## config.mk

```make
export PLATFORM = sky130hd
export DESIGN_NAME = min_runtime_thread_scheduler_core
export DESIGN_NICKNAME = d
export VERILOG_FILES = /design/src/design/mrts_pkg.sv /design/src/design/mrts_ram.sv /design/src/design/mrts_div.sv /design/src/design/mrts_datapath.sv /design/src/design/mrts_ctrl.sv /design/src/design/min_runtime_thread_scheduler_core.sv
export SDC_FILE = /design/constraint.sdc
export NUM_CORES = 2
export LEC_CHECK = 0
export BUFFER_PORTS_ARGS = -buffer_cell sky130_fd_sc_hd__buf_4
export CAP_MARGIN = 20
export CORE_MARGIN = 5
export CORE_UTILIZATION = 39
export CTS_CLUSTER_SIZE = 12
export DETAILED_ROUTE_END_ITERATION = 8
export SYNTH_ARGS = -nofsm -noshare
export SYNTH_HDL_FRONTEND = slang
export SYNTH_SLANG_ARGS = --single-unit
```

## constraint.sdc

```tcl
create_clock -name aclk -period 16.5 [get_ports aclk]
set_input_delay 0.825 -clock aclk [delete_from_list [all_inputs] [get_ports aclk]]
set_output_delay 0.825 -clock aclk [all_outputs]
set_load 0.01 [all_outputs]
```

## src/design/mrts_pkg.sv

```systemverilog
// shared types and constants of the least-runtime thread scheduler
package mrts_pkg;

    // request opcodes
    localparam logic [1:0] OP_ADD   = 2'd0;
    localparam logic [1:0] OP_SLEEP = 2'd1;
    localparam logic [1:0] OP_TICK  = 2'd2;
    localparam logic [1:0] OP_SCHED = 2'd3;

    // result status codes
    localparam logic [1:0] STATUS_OK      = 2'd0;
    localparam logic [1:0] STATUS_EMPTY   = 2'd1;
    localparam logic [1:0] STATUS_BAD_SLOT = 2'd2;

    // configuration register indexes
    localparam logic [1:0] CFG_MAX_QUANTUM = 2'd0;
    localparam logic [1:0] CFG_MIN_QUANTUM = 2'd1;
    localparam logic [1:0] CFG_PENALTY     = 2'd2;
    localparam logic [1:0] CFG_TICKS_PER_MS = 2'd3;

    // configuration reset values
    localparam logic [9:0] MAX_QUANTUM_RST  = 10'd100;
    localparam logic [9:0] MIN_QUANTUM_RST  = 10'd10;
    localparam logic [6:0] PENALTY_RST      = 7'd1;
    localparam logic [9:0] TICKS_PER_MS_RST = 10'd1;

    localparam int CFG_IDX_W  = 2;
    localparam int CFG_DATA_W = 10;

    // field widths
    localparam int OP_W     = 2;
    localparam int SLOT_F_W = 4;
    localparam int NICE_W   = 6;
    localparam int WAKE_W   = 32;
    localparam int NOW_W    = 48;
    localparam int STATUS_W = 2;
    localparam int SLICE_W  = 32;
    localparam int WOKEN_W  = 5;
    localparam int RT_W     = 64;
    localparam int STAMP_W  = 32;
    localparam int TICK_W   = 32;

    // input tdata layout
    localparam int IN_SLOT_LSB = 0;
    localparam int IN_NICE_LSB = IN_SLOT_LSB + SLOT_F_W;
    localparam int IN_WAKE_LSB = IN_NICE_LSB + NICE_W;
    localparam int IN_NOW_LSB  = IN_WAKE_LSB + WAKE_W;
    localparam int IN_DATA_W   = 96;

    // output tdata layout
    localparam int OUT_NEXT_LSB  = 0;
    localparam int OUT_SLICE_LSB = OUT_NEXT_LSB + SLOT_F_W;
    localparam int OUT_WOKEN_LSB = OUT_SLICE_LSB + SLICE_W;
    localparam int OUT_DATA_W    = 48;

    // controller to datapath commands
    typedef struct packed {
        logic load;
        logic exec;
        logic scan;
        logic post;
        logic avg_take;
        logic share_take;
        logic qmul;
        logic qsum;
        logic tmul;
        logic charge;
        logic out_load;
    } mrts_cmd_t;

    // datapath to controller status
    typedef struct packed {
        logic [1:0] op;
        logic       scan_done;
        logic       n_zero;
        logic       div_done;
    } mrts_stat_t;

endpackage

```

## src/design/mrts_ram.sv

```systemverilog
// generic single-write, single-read ram with registered read data
module mrts_ram #(
    parameter int WIDTH = 32,
    parameter int DEPTH = 16
) (
    input  logic                     aclk,
    input  logic                     we,
    input  logic [$clog2(DEPTH)-1:0] waddr,
    input  logic [WIDTH-1:0]         wdata,
    input  logic [$clog2(DEPTH)-1:0] raddr,
    output logic [WIDTH-1:0]         rdata
);

    logic [WIDTH-1:0] mem [DEPTH];
    logic [WIDTH-1:0] rdata_reg;

    always_ff @(posedge aclk) begin
        if (we) begin
            mem[waddr] <= wdata;
        end
        rdata_reg <= mem[raddr];
    end

    assign rdata = rdata_reg;

endmodule

```

## src/design/mrts_div.sv

```systemverilog
// restoring divider, one quotient bit per cycle
module mrts_div #(
    parameter int DIV_W = 12,
    parameter int DVS_W = 5
) (
    input  logic             aclk,
    input  logic             aresetn,
    input  logic             start,
    input  logic [DIV_W-1:0] dividend,
    input  logic [DVS_W-1:0] divisor,
    output logic [DIV_W-1:0] quotient,
    output logic             done
);

    localparam int CNT_W = $clog2(DIV_W + 1);

    logic [DIV_W-1:0] quo_reg, quo_next;
    logic [DVS_W-1:0] rem_reg, rem_next;
    logic [DVS_W-1:0] dvs_reg, dvs_next;
    logic [CNT_W-1:0] cnt_reg, cnt_next;
    logic             busy_reg, busy_next;
    logic             done_reg, done_next;
    logic [DVS_W:0]   shifted;
    logic [DVS_W:0]   diff;

    // one shift-subtract step
    always_comb begin
        shifted   = {rem_reg, quo_reg[DIV_W-1]};
        diff      = shifted - {1'b0, dvs_reg};
        quo_next  = quo_reg;
        rem_next  = rem_reg;
        dvs_next  = dvs_reg;
        cnt_next  = cnt_reg;
        busy_next = busy_reg;
        done_next = 1'b0;
        if (start) begin
            quo_next  = dividend;
            rem_next  = '0;
            dvs_next  = divisor;
            cnt_next  = CNT_W'(DIV_W);
            busy_next = 1'b1;
        end else if (busy_reg) begin
            if (shifted >= {1'b0, dvs_reg}) begin
                rem_next = diff[DVS_W-1:0];
                quo_next = {quo_reg[DIV_W-2:0], 1'b1};
            end else begin
                rem_next = shifted[DVS_W-1:0];
                quo_next = {quo_reg[DIV_W-2:0], 1'b0};
            end
            cnt_next = cnt_reg - CNT_W'(1);
            if (cnt_reg == CNT_W'(1)) begin
                busy_next = 1'b0;
                done_next = 1'b1;
            end
        end
    end

    always_ff @(posedge aclk) begin
        if (!aresetn) begin
            cnt_reg  <= '0;
            busy_reg <= 1'b0;
            done_reg <= 1'b0;
        end else begin
            cnt_reg  <= cnt_next;
            busy_reg <= busy_next;
            done_reg <= done_next;
        end
    end

    always_ff @(posedge aclk) begin
        quo_reg <= quo_next;
        rem_reg <= rem_next;
        dvs_reg <= dvs_next;
    end

    assign quotient = quo_reg;
    assign done     = done_reg;

endmodule

```

## src/design/mrts_datapath.sv

```systemverilog
// slot table, scan, quantum arithmetic and result registers
module mrts_datapath
    import mrts_pkg::*;
#(
    parameter int SLOTS = 16
) (
    input  logic                  aclk,
    input  logic                  aresetn,
    input  logic                  cfg_wr_en,
    input  logic [CFG_IDX_W-1:0]  cfg_index,
    input  logic [CFG_DATA_W-1:0] cfg_wdata,
    input  logic [OP_W-1:0]       in_op,
    input  logic [IN_DATA_W-1:0]  in_data,
    input  mrts_cmd_t             cmd,
    output mrts_stat_t            stat,
    output logic [STATUS_W-1:0]   out_status,
    output logic [OUT_DATA_W-1:0] out_data
);

    localparam int SLOT_W = $clog2(SLOTS);
    localparam int CNT_W  = $clog2(SLOTS + 1);
    localparam int TOT_W  = NICE_W + CNT_W;
    localparam int DIV_W  = (TOT_W > 10) ? TOT_W : 10;
    localparam int MS_W   = 17;
    localparam int TKS_W  = MS_W + 10;

    // configuration
    logic [9:0] max_q_reg, min_q_reg, tpm_reg;
    logic [6:0] pen_reg;

    // latched request
    logic [OP_W-1:0]     op_reg, op_next;
    logic [SLOT_F_W-1:0] slot_reg, slot_next;
    logic [NICE_W-1:0]   nice_in_reg, nice_in_next;
    logic [WAKE_W-1:0]   wake_in_reg, wake_in_next;
    logic [NOW_W-1:0]    now_reg, now_next;

    // scheduler state
    logic [SLOTS-1:0]   valid_reg, valid_next;
    logic [SLOTS-1:0]   runnable_reg, runnable_next;
    logic [TICK_W-1:0]  tick_reg, tick_next;
    logic [STAMP_W-1:0] stamp_cnt_reg, stamp_cnt_next;
    logic [SLOT_W-1:0]  running_slot_reg, running_slot_next;
    logic               running_valid_reg, running_valid_next;
    logic [NOW_W-1:0]   last_start_reg, last_start_next;

    // scan
    logic [CNT_W-1:0]  scan_cnt_reg, scan_cnt_next;
    logic              eval_valid_reg, eval_valid_next;
    logic [SLOT_W-1:0] eval_idx_reg, eval_idx_next;
    logic [CNT_W-1:0]  n_reg, n_next;
    logic [TOT_W-1:0]  total_reg, total_next;
    logic [CNT_W-1:0]  woke_reg, woke_next;
    logic [SLOT_W-1:0] best_idx_reg, best_idx_next;
    logic [RT_W-1:0]   best_rt_reg, best_rt_next;
    logic [STAMP_W-1:0] best_st_reg, best_st_next;
    logic [NICE_W-1:0] best_nice_reg, best_nice_next;

    // quantum arithmetic
    logic [NICE_W-1:0]  avg_reg, avg_next;
    logic [9:0]         share_reg, share_next;
    logic signed [15:0] prod_reg, prod_next;
    logic [MS_W-1:0]    ms_reg, ms_next;
    logic [TKS_W-1:0]   ticks_reg, ticks_next;
    logic signed [7:0]  nice_diff;
    logic signed [17:0] q_sum;

    // result and output registers
    logic [STATUS_W-1:0] res_status_reg, res_status_next;
    logic [SLOT_F_W-1:0] res_next_reg, res_next_next;
    logic [SLICE_W-1:0]  res_slice_reg, res_slice_next;
    logic [WOKEN_W-1:0]  res_woken_reg, res_woken_next;
    logic [STATUS_W-1:0] o_status_reg, o_status_next;
    logic [OUT_DATA_W-1:0] o_data_reg, o_data_next;

    // ram ports
    logic [SLOT_W-1:0]  raddr;
    logic               rt_we, nice_we, wake_we, st_we;
    logic [SLOT_W-1:0]  rt_waddr, st_waddr;
    logic [RT_W-1:0]    rt_wdata, rt_rdata;
    logic [NICE_W-1:0]  nice_rdata;
    logic [WAKE_W-1:0]  wake_rdata;
    logic [STAMP_W-1:0] st_rdata;

    // divider
    logic             div_start, div_done;
    logic [DIV_W-1:0] div_dividend, div_quotient;

    logic [SLOT_W-1:0] slot_idx;
    logic              slot_bad, sleep_ok, add_ok;
    logic              e_valid, e_run, wake_hit, cand, better;
    logic [NOW_W-1:0]  delta;

    assign slot_idx = SLOT_W'(slot_reg);
    assign slot_bad = ({28'd0, slot_reg} >= 32'(SLOTS));
    assign add_ok   = cmd.exec && (op_reg == OP_ADD) && !slot_bad;
    assign sleep_ok = !slot_bad && valid_reg[slot_idx];
    assign delta    = now_reg - last_start_reg;

    assign e_valid  = valid_reg[eval_idx_reg];
    assign e_run    = runnable_reg[eval_idx_reg];
    assign wake_hit = cmd.scan && eval_valid_reg && (op_reg == OP_TICK) && e_valid && !e_run
                      && (tick_reg >= wake_rdata);
    assign cand     = cmd.scan && eval_valid_reg && (op_reg == OP_SCHED) && e_valid && e_run;
    assign better   = (n_reg == '0) || (rt_rdata < best_rt_reg)
                      || ((rt_rdata == best_rt_reg) && (st_rdata < best_st_reg));

    // ram addressing and writes
    always_comb begin
        raddr    = cmd.tmul ? running_slot_reg : scan_cnt_reg[SLOT_W-1:0];
        rt_we    = add_ok || (cmd.charge && running_valid_reg);
        rt_waddr = cmd.exec ? slot_idx : running_slot_reg;
        rt_wdata = cmd.exec ? '0 : (rt_rdata + {16'd0, delta});
        nice_we  = add_ok;
        wake_we  = cmd.exec && (op_reg == OP_SLEEP) && sleep_ok;
        st_we    = add_ok || wake_hit;
        st_waddr = cmd.exec ? slot_idx : eval_idx_reg;
    end

    // divider operand selection
    always_comb begin
        div_start    = (cmd.post && (op_reg == OP_SCHED) && (n_reg != '0)) || cmd.avg_take;
        div_dividend = cmd.post ? DIV_W'(total_reg) : DIV_W'(max_q_reg);
    end

    // quantum terms
    always_comb begin
        nice_diff = $signed({2'b00, avg_reg}) - $signed({2'b00, best_nice_reg});
        q_sum     = $signed({8'd0, share_reg}) + prod_reg;
    end

    // next-state logic
    always_comb begin
        op_next            = op_reg;
        slot_next          = slot_reg;
        nice_in_next       = nice_in_reg;
        wake_in_next       = wake_in_reg;
        now_next           = now_reg;
        valid_next         = valid_reg;
        runnable_next      = runnable_reg;
        tick_next          = tick_reg;
        stamp_cnt_next     = stamp_cnt_reg;
        running_slot_next  = running_slot_reg;
        running_valid_next = running_valid_reg;
        last_start_next    = last_start_reg;
        scan_cnt_next      = scan_cnt_reg;
        eval_valid_next    = eval_valid_reg;
        eval_idx_next      = eval_idx_reg;
        n_next             = n_reg;
        total_next         = total_reg;
        woke_next          = woke_reg;
        best_idx_next      = best_idx_reg;
        best_rt_next       = best_rt_reg;
        best_st_next       = best_st_reg;
        best_nice_next     = best_nice_reg;
        avg_next           = avg_reg;
        share_next         = share_reg;
        prod_next          = prod_reg;
        ms_next            = ms_reg;
        ticks_next         = ticks_reg;
        res_status_next    = res_status_reg;
        res_next_next      = res_next_reg;
        res_slice_next     = res_slice_reg;
        res_woken_next     = res_woken_reg;
        o_status_next      = o_status_reg;
        o_data_next        = o_data_reg;

        // take a new request
        if (cmd.load) begin
            op_next         = in_op;
            slot_next       = in_data[IN_SLOT_LSB +: SLOT_F_W];
            nice_in_next    = in_data[IN_NICE_LSB +: NICE_W];
            wake_in_next    = in_data[IN_WAKE_LSB +: WAKE_W];
            now_next        = in_data[IN_NOW_LSB +: NOW_W];
            if (in_op == OP_TICK) begin
                tick_next = tick_reg + TICK_W'(1);
            end
            scan_cnt_next   = '0;
            eval_valid_next = 1'b0;
            n_next          = '0;
            total_next      = '0;
            woke_next       = '0;
            res_status_next = STATUS_OK;
            res_next_next   = '0;
            res_slice_next  = '0;
            res_woken_next  = '0;
        end

        // add and sleep
        if (cmd.exec) begin
            if (op_reg == OP_ADD) begin
                if (slot_bad) begin
                    res_status_next = STATUS_BAD_SLOT;
                end else begin
                    valid_next[slot_idx]    = 1'b1;
                    runnable_next[slot_idx] = 1'b1;
                    stamp_cnt_next          = stamp_cnt_reg + STAMP_W'(1);
                end
            end else begin
                if (sleep_ok) begin
                    runnable_next[slot_idx] = 1'b0;
                end else begin
                    res_status_next = STATUS_BAD_SLOT;
                end
            end
        end

        // walk the table, one entry per cycle
        if (cmd.scan) begin
            if (scan_cnt_reg < CNT_W'(SLOTS)) begin
                scan_cnt_next = scan_cnt_reg + CNT_W'(1);
            end
            eval_valid_next = (scan_cnt_reg < CNT_W'(SLOTS));
            eval_idx_next   = scan_cnt_reg[SLOT_W-1:0];
            if (wake_hit) begin
                runnable_next[eval_idx_reg] = 1'b1;
                stamp_cnt_next              = stamp_cnt_reg + STAMP_W'(1);
                woke_next                   = woke_reg + CNT_W'(1);
            end
            if (cand) begin
                if (better) begin
                    best_idx_next  = eval_idx_reg;
                    best_rt_next   = rt_rdata;
                    best_st_next   = st_rdata;
                    best_nice_next = nice_rdata;
                end
                total_next = total_reg + TOT_W'(nice_rdata);
                n_next     = n_reg + CNT_W'(1);
            end
        end

        // after the scan
        if (cmd.post) begin
            if (op_reg == OP_TICK) begin
                res_woken_next = WOKEN_W'(woke_reg);
            end else if (n_reg == '0) begin
                res_status_next = STATUS_EMPTY;
            end
        end

        if (cmd.avg_take) begin
            avg_next = div_quotient[NICE_W-1:0];
        end
        if (cmd.share_take) begin
            share_next = div_quotient[9:0];
        end
        if (cmd.qmul) begin
            prod_next = nice_diff * $signed({1'b0, pen_reg});
        end
        if (cmd.qsum) begin
            ms_next = (q_sum <= 18'sd0) ? MS_W'(min_q_reg) : q_sum[MS_W-1:0];
        end
        if (cmd.tmul) begin
            ticks_next = ms_reg * tpm_reg;
        end

        // charge the previous thread and switch
        if (cmd.charge) begin
            running_slot_next  = best_idx_reg;
            running_valid_next = 1'b1;
            last_start_next    = now_reg;
            res_next_next      = SLOT_F_W'(best_idx_reg);
            res_slice_next     = SLICE_W'(ticks_reg);
        end

        if (cmd.out_load) begin
            o_status_next = res_status_reg;
            o_data_next   = {7'd0, res_woken_reg, res_slice_reg, res_next_reg};
        end
    end

    // configuration registers
    always_ff @(posedge aclk) begin
        if (!aresetn) begin
            max_q_reg <= MAX_QUANTUM_RST;
            min_q_reg <= MIN_QUANTUM_RST;
            pen_reg   <= PENALTY_RST;
            tpm_reg   <= TICKS_PER_MS_RST;
        end else if (cfg_wr_en) begin
            unique case (cfg_index)
                CFG_MAX_QUANTUM:  max_q_reg <= cfg_wdata;
                CFG_MIN_QUANTUM:  min_q_reg <= cfg_wdata;
                CFG_PENALTY:      pen_reg   <= cfg_wdata[6:0];
                CFG_TICKS_PER_MS: tpm_reg   <= cfg_wdata;
                default: ;
            endcase
        end
    end

    // control state
    always_ff @(posedge aclk) begin
        if (!aresetn) begin
            op_reg            <= OP_ADD;
            valid_reg         <= '0;
            runnable_reg      <= '0;
            tick_reg          <= '0;
            stamp_cnt_reg     <= '0;
            running_slot_reg  <= '0;
            running_valid_reg <= 1'b0;
            last_start_reg    <= '0;
            scan_cnt_reg      <= '0;
            eval_valid_reg    <= 1'b0;
            n_reg             <= '0;
            woke_reg          <= '0;
        end else begin
            op_reg            <= op_next;
            valid_reg         <= valid_next;
            runnable_reg      <= runnable_next;
            tick_reg          <= tick_next;
            stamp_cnt_reg     <= stamp_cnt_next;
            running_slot_reg  <= running_slot_next;
            running_valid_reg <= running_valid_next;
            last_start_reg    <= last_start_next;
            scan_cnt_reg      <= scan_cnt_next;
            eval_valid_reg    <= eval_valid_next;
            n_reg             <= n_next;
            woke_reg          <= woke_next;
        end
    end

    // payload registers
    always_ff @(posedge aclk) begin
        slot_reg       <= slot_next;
        nice_in_reg    <= nice_in_next;
        wake_in_reg    <= wake_in_next;
        now_reg        <= now_next;
        eval_idx_reg   <= eval_idx_next;
        total_reg      <= total_next;
        best_idx_reg   <= best_idx_next;
        best_rt_reg    <= best_rt_next;
        best_st_reg    <= best_st_next;
        best_nice_reg  <= best_nice_next;
        avg_reg        <= avg_next;
        share_reg      <= share_next;
        prod_reg       <= prod_next;
        ms_reg         <= ms_next;
        ticks_reg      <= ticks_next;
        res_status_reg <= res_status_next;
        res_next_reg   <= res_next_next;
        res_slice_reg  <= res_slice_next;
        res_woken_reg  <= res_woken_next;
        o_status_reg   <= o_status_next;
        o_data_reg     <= o_data_next;
    end

    // per-slot stores
    mrts_ram #(.WIDTH(RT_W), .DEPTH(SLOTS)) u_rt_ram (
        .aclk  (aclk),
        .we    (rt_we),
        .waddr (rt_waddr),
        .wdata (rt_wdata),
        .raddr (raddr),
        .rdata (rt_rdata)
    );

    mrts_ram #(.WIDTH(NICE_W), .DEPTH(SLOTS)) u_nice_ram (
        .aclk  (aclk),
        .we    (nice_we),
        .waddr (slot_idx),
        .wdata (nice_in_reg),
        .raddr (raddr),
        .rdata (nice_rdata)
    );

    mrts_ram #(.WIDTH(WAKE_W), .DEPTH(SLOTS)) u_wake_ram (
        .aclk  (aclk),
        .we    (wake_we),
        .waddr (slot_idx),
        .wdata (wake_in_reg),
        .raddr (raddr),
        .rdata (wake_rdata)
    );

    mrts_ram #(.WIDTH(STAMP_W), .DEPTH(SLOTS)) u_stamp_ram (
        .aclk  (aclk),
        .we    (st_we),
        .waddr (st_waddr),
        .wdata (stamp_cnt_reg),
        .raddr (raddr),
        .rdata (st_rdata)
    );

    mrts_div #(.DIV_W(DIV_W), .DVS_W(CNT_W)) u_div (
        .aclk     (aclk),
        .aresetn  (aresetn),
        .start    (div_start),
        .dividend (div_dividend),
        .divisor  (n_reg),
        .quotient (div_quotient),
        .done     (div_done)
    );

    // status toward the controller
    always_comb begin
        stat.op        = op_reg;
        stat.scan_done = eval_valid_reg && (eval_idx_reg == SLOT_W'(SLOTS - 1));
        stat.n_zero    = (n_reg == '0);
        stat.div_done  = div_done;
    end

    assign out_status = o_status_reg;
    assign out_data   = o_data_reg;

endmodule

```

## src/design/mrts_ctrl.sv

```systemverilog
// sequencing state machine and output valid of the scheduler
module mrts_ctrl
    import mrts_pkg::*;
(
    input  logic            aclk,
    input  logic            aresetn,
    input  logic            s_tvalid,
    input  logic [OP_W-1:0] in_op,
    output logic            s_tready,
    output logic            m_tvalid,
    input  logic            m_tready,
    input  mrts_stat_t      stat,
    output mrts_cmd_t       cmd
);

    typedef enum logic [10:0] {
        ST_IDLE      = 11'b00000000001,
        ST_EXEC      = 11'b00000000010,
        ST_SCAN      = 11'b00000000100,
        ST_POST      = 11'b00000001000,
        ST_DIV_AVG   = 11'b00000010000,
        ST_DIV_SHARE = 11'b00000100000,
        ST_QMUL      = 11'b00001000000,
        ST_QSUM      = 11'b00010000000,
        ST_TMUL      = 11'b00100000000,
        ST_CHARGE    = 11'b01000000000,
        ST_DONE      = 11'b10000000000
    } mrts_state_t;

    mrts_state_t state_reg, state_next;
    logic        m_valid_reg, m_valid_next;

    // state transitions and commands
    always_comb begin
        state_next   = state_reg;
        cmd          = '0;
        s_tready     = 1'b0;
        m_valid_next = m_valid_reg && !m_tready;
        unique case (state_reg)
            ST_IDLE: begin
                s_tready = 1'b1;
                if (s_tvalid) begin
                    cmd.load = 1'b1;
                    if ((in_op == OP_ADD) || (in_op == OP_SLEEP)) begin
                        state_next = ST_EXEC;
                    end else begin
                        state_next = ST_SCAN;
                    end
                end
            end
            ST_EXEC: begin
                cmd.exec   = 1'b1;
                state_next = ST_DONE;
            end
            ST_SCAN: begin
                cmd.scan = 1'b1;
                if (stat.scan_done) begin
                    state_next = ST_POST;
                end
            end
            ST_POST: begin
                cmd.post = 1'b1;
                if ((stat.op == OP_TICK) || stat.n_zero) begin
                    state_next = ST_DONE;
                end else begin
                    state_next = ST_DIV_AVG;
                end
            end
            ST_DIV_AVG: begin
                if (stat.div_done) begin
                    cmd.avg_take = 1'b1;
                    state_next   = ST_DIV_SHARE;
                end
            end
            ST_DIV_SHARE: begin
                if (stat.div_done) begin
                    cmd.share_take = 1'b1;
                    state_next     = ST_QMUL;
                end
            end
            ST_QMUL: begin
                cmd.qmul   = 1'b1;
                state_next = ST_QSUM;
            end
            ST_QSUM: begin
                cmd.qsum   = 1'b1;
                state_next = ST_TMUL;
            end
            ST_TMUL: begin
                cmd.tmul   = 1'b1;
                state_next = ST_CHARGE;
            end
            ST_CHARGE: begin
                cmd.charge = 1'b1;
                state_next = ST_DONE;
            end
            ST_DONE: begin
                if (!m_valid_reg || m_tready) begin
                    cmd.out_load = 1'b1;
                    m_valid_next = 1'b1;
                    state_next   = ST_IDLE;
                end
            end
            default: begin
                state_next = ST_IDLE;
            end
        endcase
    end

    always_ff @(posedge aclk) begin
        if (!aresetn) begin
            state_reg   <= ST_IDLE;
            m_valid_reg <= 1'b0;
        end else begin
            state_reg   <= state_next;
            m_valid_reg <= m_valid_next;
        end
    end

    assign m_tvalid = m_valid_reg;

endmodule

```

## src/design/min_runtime_thread_scheduler_core.sv

```systemverilog
// top level of the least-runtime-first thread scheduler
//
// Takes one request at a time: add and sleep run a single execute step; a tick
// walks the slot table at one entry per cycle; a schedule walks the table the
// same way, then runs two divisions on the shared one-bit-per-cycle divider
// (total nice by runnable count, max quantum by runnable count) and a short
// multiply chain. An empty queue ends a schedule right after the table walk.
// A finished result waits in the output register and the next request is
// taken once it has been moved there.
module min_runtime_thread_scheduler_core
    import mrts_pkg::*;
#(
    parameter int SLOTS = 16
) (
    input  logic                  aclk,
    input  logic                  aresetn,
    input  logic                  cfg_wr_en,
    input  logic [CFG_IDX_W-1:0]  cfg_index,
    input  logic [CFG_DATA_W-1:0] cfg_wdata,
    input  logic                  s_tvalid,
    output logic                  s_tready,
    input  logic [IN_DATA_W-1:0]  s_tdata,   // slot, nice_level, wake_tick, now_cycles
    input  logic [OP_W-1:0]       s_tuser,   // opcode
    output logic                  m_tvalid,
    input  logic                  m_tready,
    output logic [OUT_DATA_W-1:0] m_tdata,   // next_slot, timeslice_ticks, woken_count
    output logic [STATUS_W-1:0]   m_tuser    // status
);

    mrts_cmd_t  cmd;
    mrts_stat_t stat;

    mrts_ctrl u_ctrl (
        .aclk     (aclk),
        .aresetn  (aresetn),
        .s_tvalid (s_tvalid),
        .in_op    (s_tuser),
        .s_tready (s_tready),
        .m_tvalid (m_tvalid),
        .m_tready (m_tready),
        .stat     (stat),
        .cmd      (cmd)
    );

    mrts_datapath #(.SLOTS(SLOTS)) u_dp (
        .aclk       (aclk),
        .aresetn    (aresetn),
        .cfg_wr_en  (cfg_wr_en),
        .cfg_index  (cfg_index),
        .cfg_wdata  (cfg_wdata),
        .in_op      (s_tuser),
        .in_data    (s_tdata),
        .cmd        (cmd),
        .stat       (stat),
        .out_status (m_tuser),
        .out_data   (m_tdata)
    );

endmodule

```

==> run metrics <==
share of the synthesized area in the top cell type 59.6%; Setup violations, final 0; clock latency on the worst-skew pair roughly 0.91 ns; Synth Register Bits 2883; Setup crit end kind register; CP Buf/Inv Count 2; RePlAce Congestion 0.866; slowest cell on the critical path nor2_1; IO Count around 170; vias post-DR between 80000 and 90000; Biggest register u_dp.u_rt_ram.mem; most common cell after layout, fill and taps aside nand2_1; mean number of vias per cell 5.42; vias in the first global route 81700; final period utilization a little under half; setup TNS 0 ns; Routed WL per cell 20.9 µm; final antenna-violating net count 0; top post-synthesis cells by area edfxtp_1, nand2_1, dfxtp_1; GRT Overall Usage a little under a fifth; YS warnings 0; Post-Route WL between 300000 and 400000 µm; fin cells around 15000; Flop pwr share 52.1%; Placed Cells ~14000; Largest stage delay, worst path between 0.7 and 0.8 ns; clock network fraction of total power about two fifths; final hold violations 0; WS Path Type register to register; Worst-path clk slew 0.06 ns; top routing layer in use met5; initial antenna violation count 10; first-pass GRT wire length about 480000 µm; CTS Sinks 2883; post-route cell area 142000 µm²; CP required roughly 17 ns; distinct cell type count after synthesis 89; Syn Area/Cell 12.0 µm²; most frequent cells in the layout nand2_1, edfxtp_1, nand3_1; Synth Flop Type edfxtp_1; worst slew pin tran roughly 1.1 ns; Regs by FF count u_dp.u_rt_ram.mem x1024, u_dp.u_stamp_ram.mem x512, u_dp.u_wake_ram.mem x512; DR WL met2 150000 µm; HPWL after DPL 175000 µm; met1 wire length roughly 140000 µm; hold_buf cts 0; minimum clock period 7.67 ns; CTS tree yes; NetSw about 0.0036 W; Iteration-0 DRC Markers ~6900; core box area 321000 µm²; layout cells sized above 1 7.66%; number of flops mapped to enable cells by yosys ~2500; post-synth top area cell edfxtp_1; CTS Root Cell clkbuf_16; Largest register FFs 1024; CP max FO 16; Top delay family on crit path compound AO/OA/AOI/OAI gates; Area after DPL 132000 µm²; Leak Pwr 51.1 nW; Min-Delay Path Class input port to register; Sw Ratio 22.7%; pin count of the biggest net entering global routing 192; RSZ-0062 raised after global routing no; Net count, final around 11000; Cells after Synth 10500; final worst slack 8.83 ns; max-slew violations 0; clock skew approximately 0.072 ns; # Post-CTS Setup Buffers 0; area of the die 335000 µm²; die height between 500 and 600 µm; cts bufs inserted 310; Area Overhead vs Synth 12.3%; dpl ws 9.04 ns; Initial DRT Pass Iterations 8; Relative slew margins 24.2%; status completed; part of the power in combinational logic under 10%; H-tree Lvls 5; startpoint types register; row cnt about 210; CTS max path bufs 4; met3 wire len 19000 µm; Max Cap Violations 0; Die X 579 µm; Power Dens Cells 113 nW/µm²; fraction of registers with async set/reset 0%; post-synthesis sequential area ratio between 60% and 70%; GR Overflow Total 0; cell-internal power 0.0123 W; Initial Util 39.2%; port bufs 148; Max Freq 0.130 GHz; most used cell, CP a31oi_1; Mapped Area approximately 130000 µm²; drc violations 0; post-CTS sizing 0; maximum VDD drop roughly 120 µV; Arr. time, crit path 8.17 ns; Power, Total 0.0160 W
[per-stage QoR]
| step | util, % | hold WS [ns] |
|---|---|---|
| after floorplan | - | 0.400 |
| after global placement | 41.0 | 0.411 |
| after detailed placement | 41.0 | 0.405 |
| after CTS | 44.0 | 0.0128 |
| after global routing | 44.0 | 0.0445 |
| final | 44.0 | 0.0926 |
[power groups by stage]
stage	combinational [W]	clock, W	sequential [W]
after floorplan	0.000681	0	0.00843
after global placement	0.000964	0	0.00847
after detailed placement	0.000997	0	0.00847
after CTS	0.00100	0.00677	0.00832
after global routing	0.00112	0.00708	0.00833
final	0.00101	0.00663	0.00832
[cells in the mapped netlist (all sizes together) (11+ instances only)]
cell / instances
o21bai: 21
fa: 149
nand4: 67
edfxtp: 2504
or3: 24
mux4: 14
a31oi: 154
o41ai: 19
nor2: 356
a21oi: 438
nor2b: 43
o21ai: 162
o21a: 30
nor3: 34
nor4: 14
or4: 11
mux2i: 40
inv: 411
and3: 308
o211ai: 14
o311ai: 16
xnor2: 104
dfxtp: 379
buf: 108
clkbuf: 509
a211oi: 18
ha: 362
xor2: 85
a21o: 129
nand3: 630
nand2b: 73
a311oi: 408
nand2: 2577
and2: 159
[layer usage]
| metal | vias to the layer above | GRT usage (%) |
|---|---|---|
| met5 | - | 0 |
| met2 | 2522 | 30.5 |
| met3 | 513 | 2.34 |
| met4 | 2 | 5.22 |
| li1 | 37800 | - |
| met1 | 40700 | 25.2 |
[area by class of cell]
type | instances | area, µm²
sequential | 2883 | 82800
inverter | 411 | 1550
multi-input combinational | 6603 | 39800
antenna | 6 | 15.0
fill | 28800 | 180000
clock inverter | 109 | 1060
timing repair buffer | 289 | 2250
clock buffer | 450 | 8640
tap | 4305 | 5390
[final timing paths]
path,endpoint,startpoint,depth (start not counted),slack (ns)
worst max-delay path,u_dp.u_rt_ram.mem[12][55]$_DFFE_PP_,u_dp.now_reg[0]$_DFFE_PP_,26,8.83
worst min-delay path,u_dp.wake_in_reg[5]$_DFFE_PP_,s_tdata[15],1,0.09
worst max register to register,u_dp.u_rt_ram.mem[12][55]$_DFFE_PP_,u_dp.now_reg[0]$_DFFE_PP_,26,8.83
worst min register to register,u_dp.out_data[14]$_DFFE_PP_,u_dp.res_slice_reg[10]$_SDFFCE_PP0P_,0,0.41
[logic make-up after synthesis]
| family | Yosys count | share of synthesized area, % |
|---|---|---|
| xor+xnor | 189 | 1.31 |
| compound gates | 1482 | 8.03 |
| fa+ha+maj | 512 | 5.97 |
| mux | 60 | 0.633 |
| buf+inv | 1028 | 3.17 |
| other cells | 1 | 0.00297 |
| simple gates | 4347 | 15.2 |
| flops | 2883 | 65.7 |
[worst reg2reg max path: cells and delay by family, from the launching register on]
family / cells / cell delay, ns
XOR/XNOR: 2 / 0.50
buffers and inverters: 2 / 0.22
adder cells (fa/ha/maj): 3 / 0.96
AND/OR/NAND/NOR: 7 / 2.38
flip-flops: 1 / 0.35
AO/OA/AOI/OAI: 12 / 2.89
No activity file was read; power rests on OpenSTA's default activity.
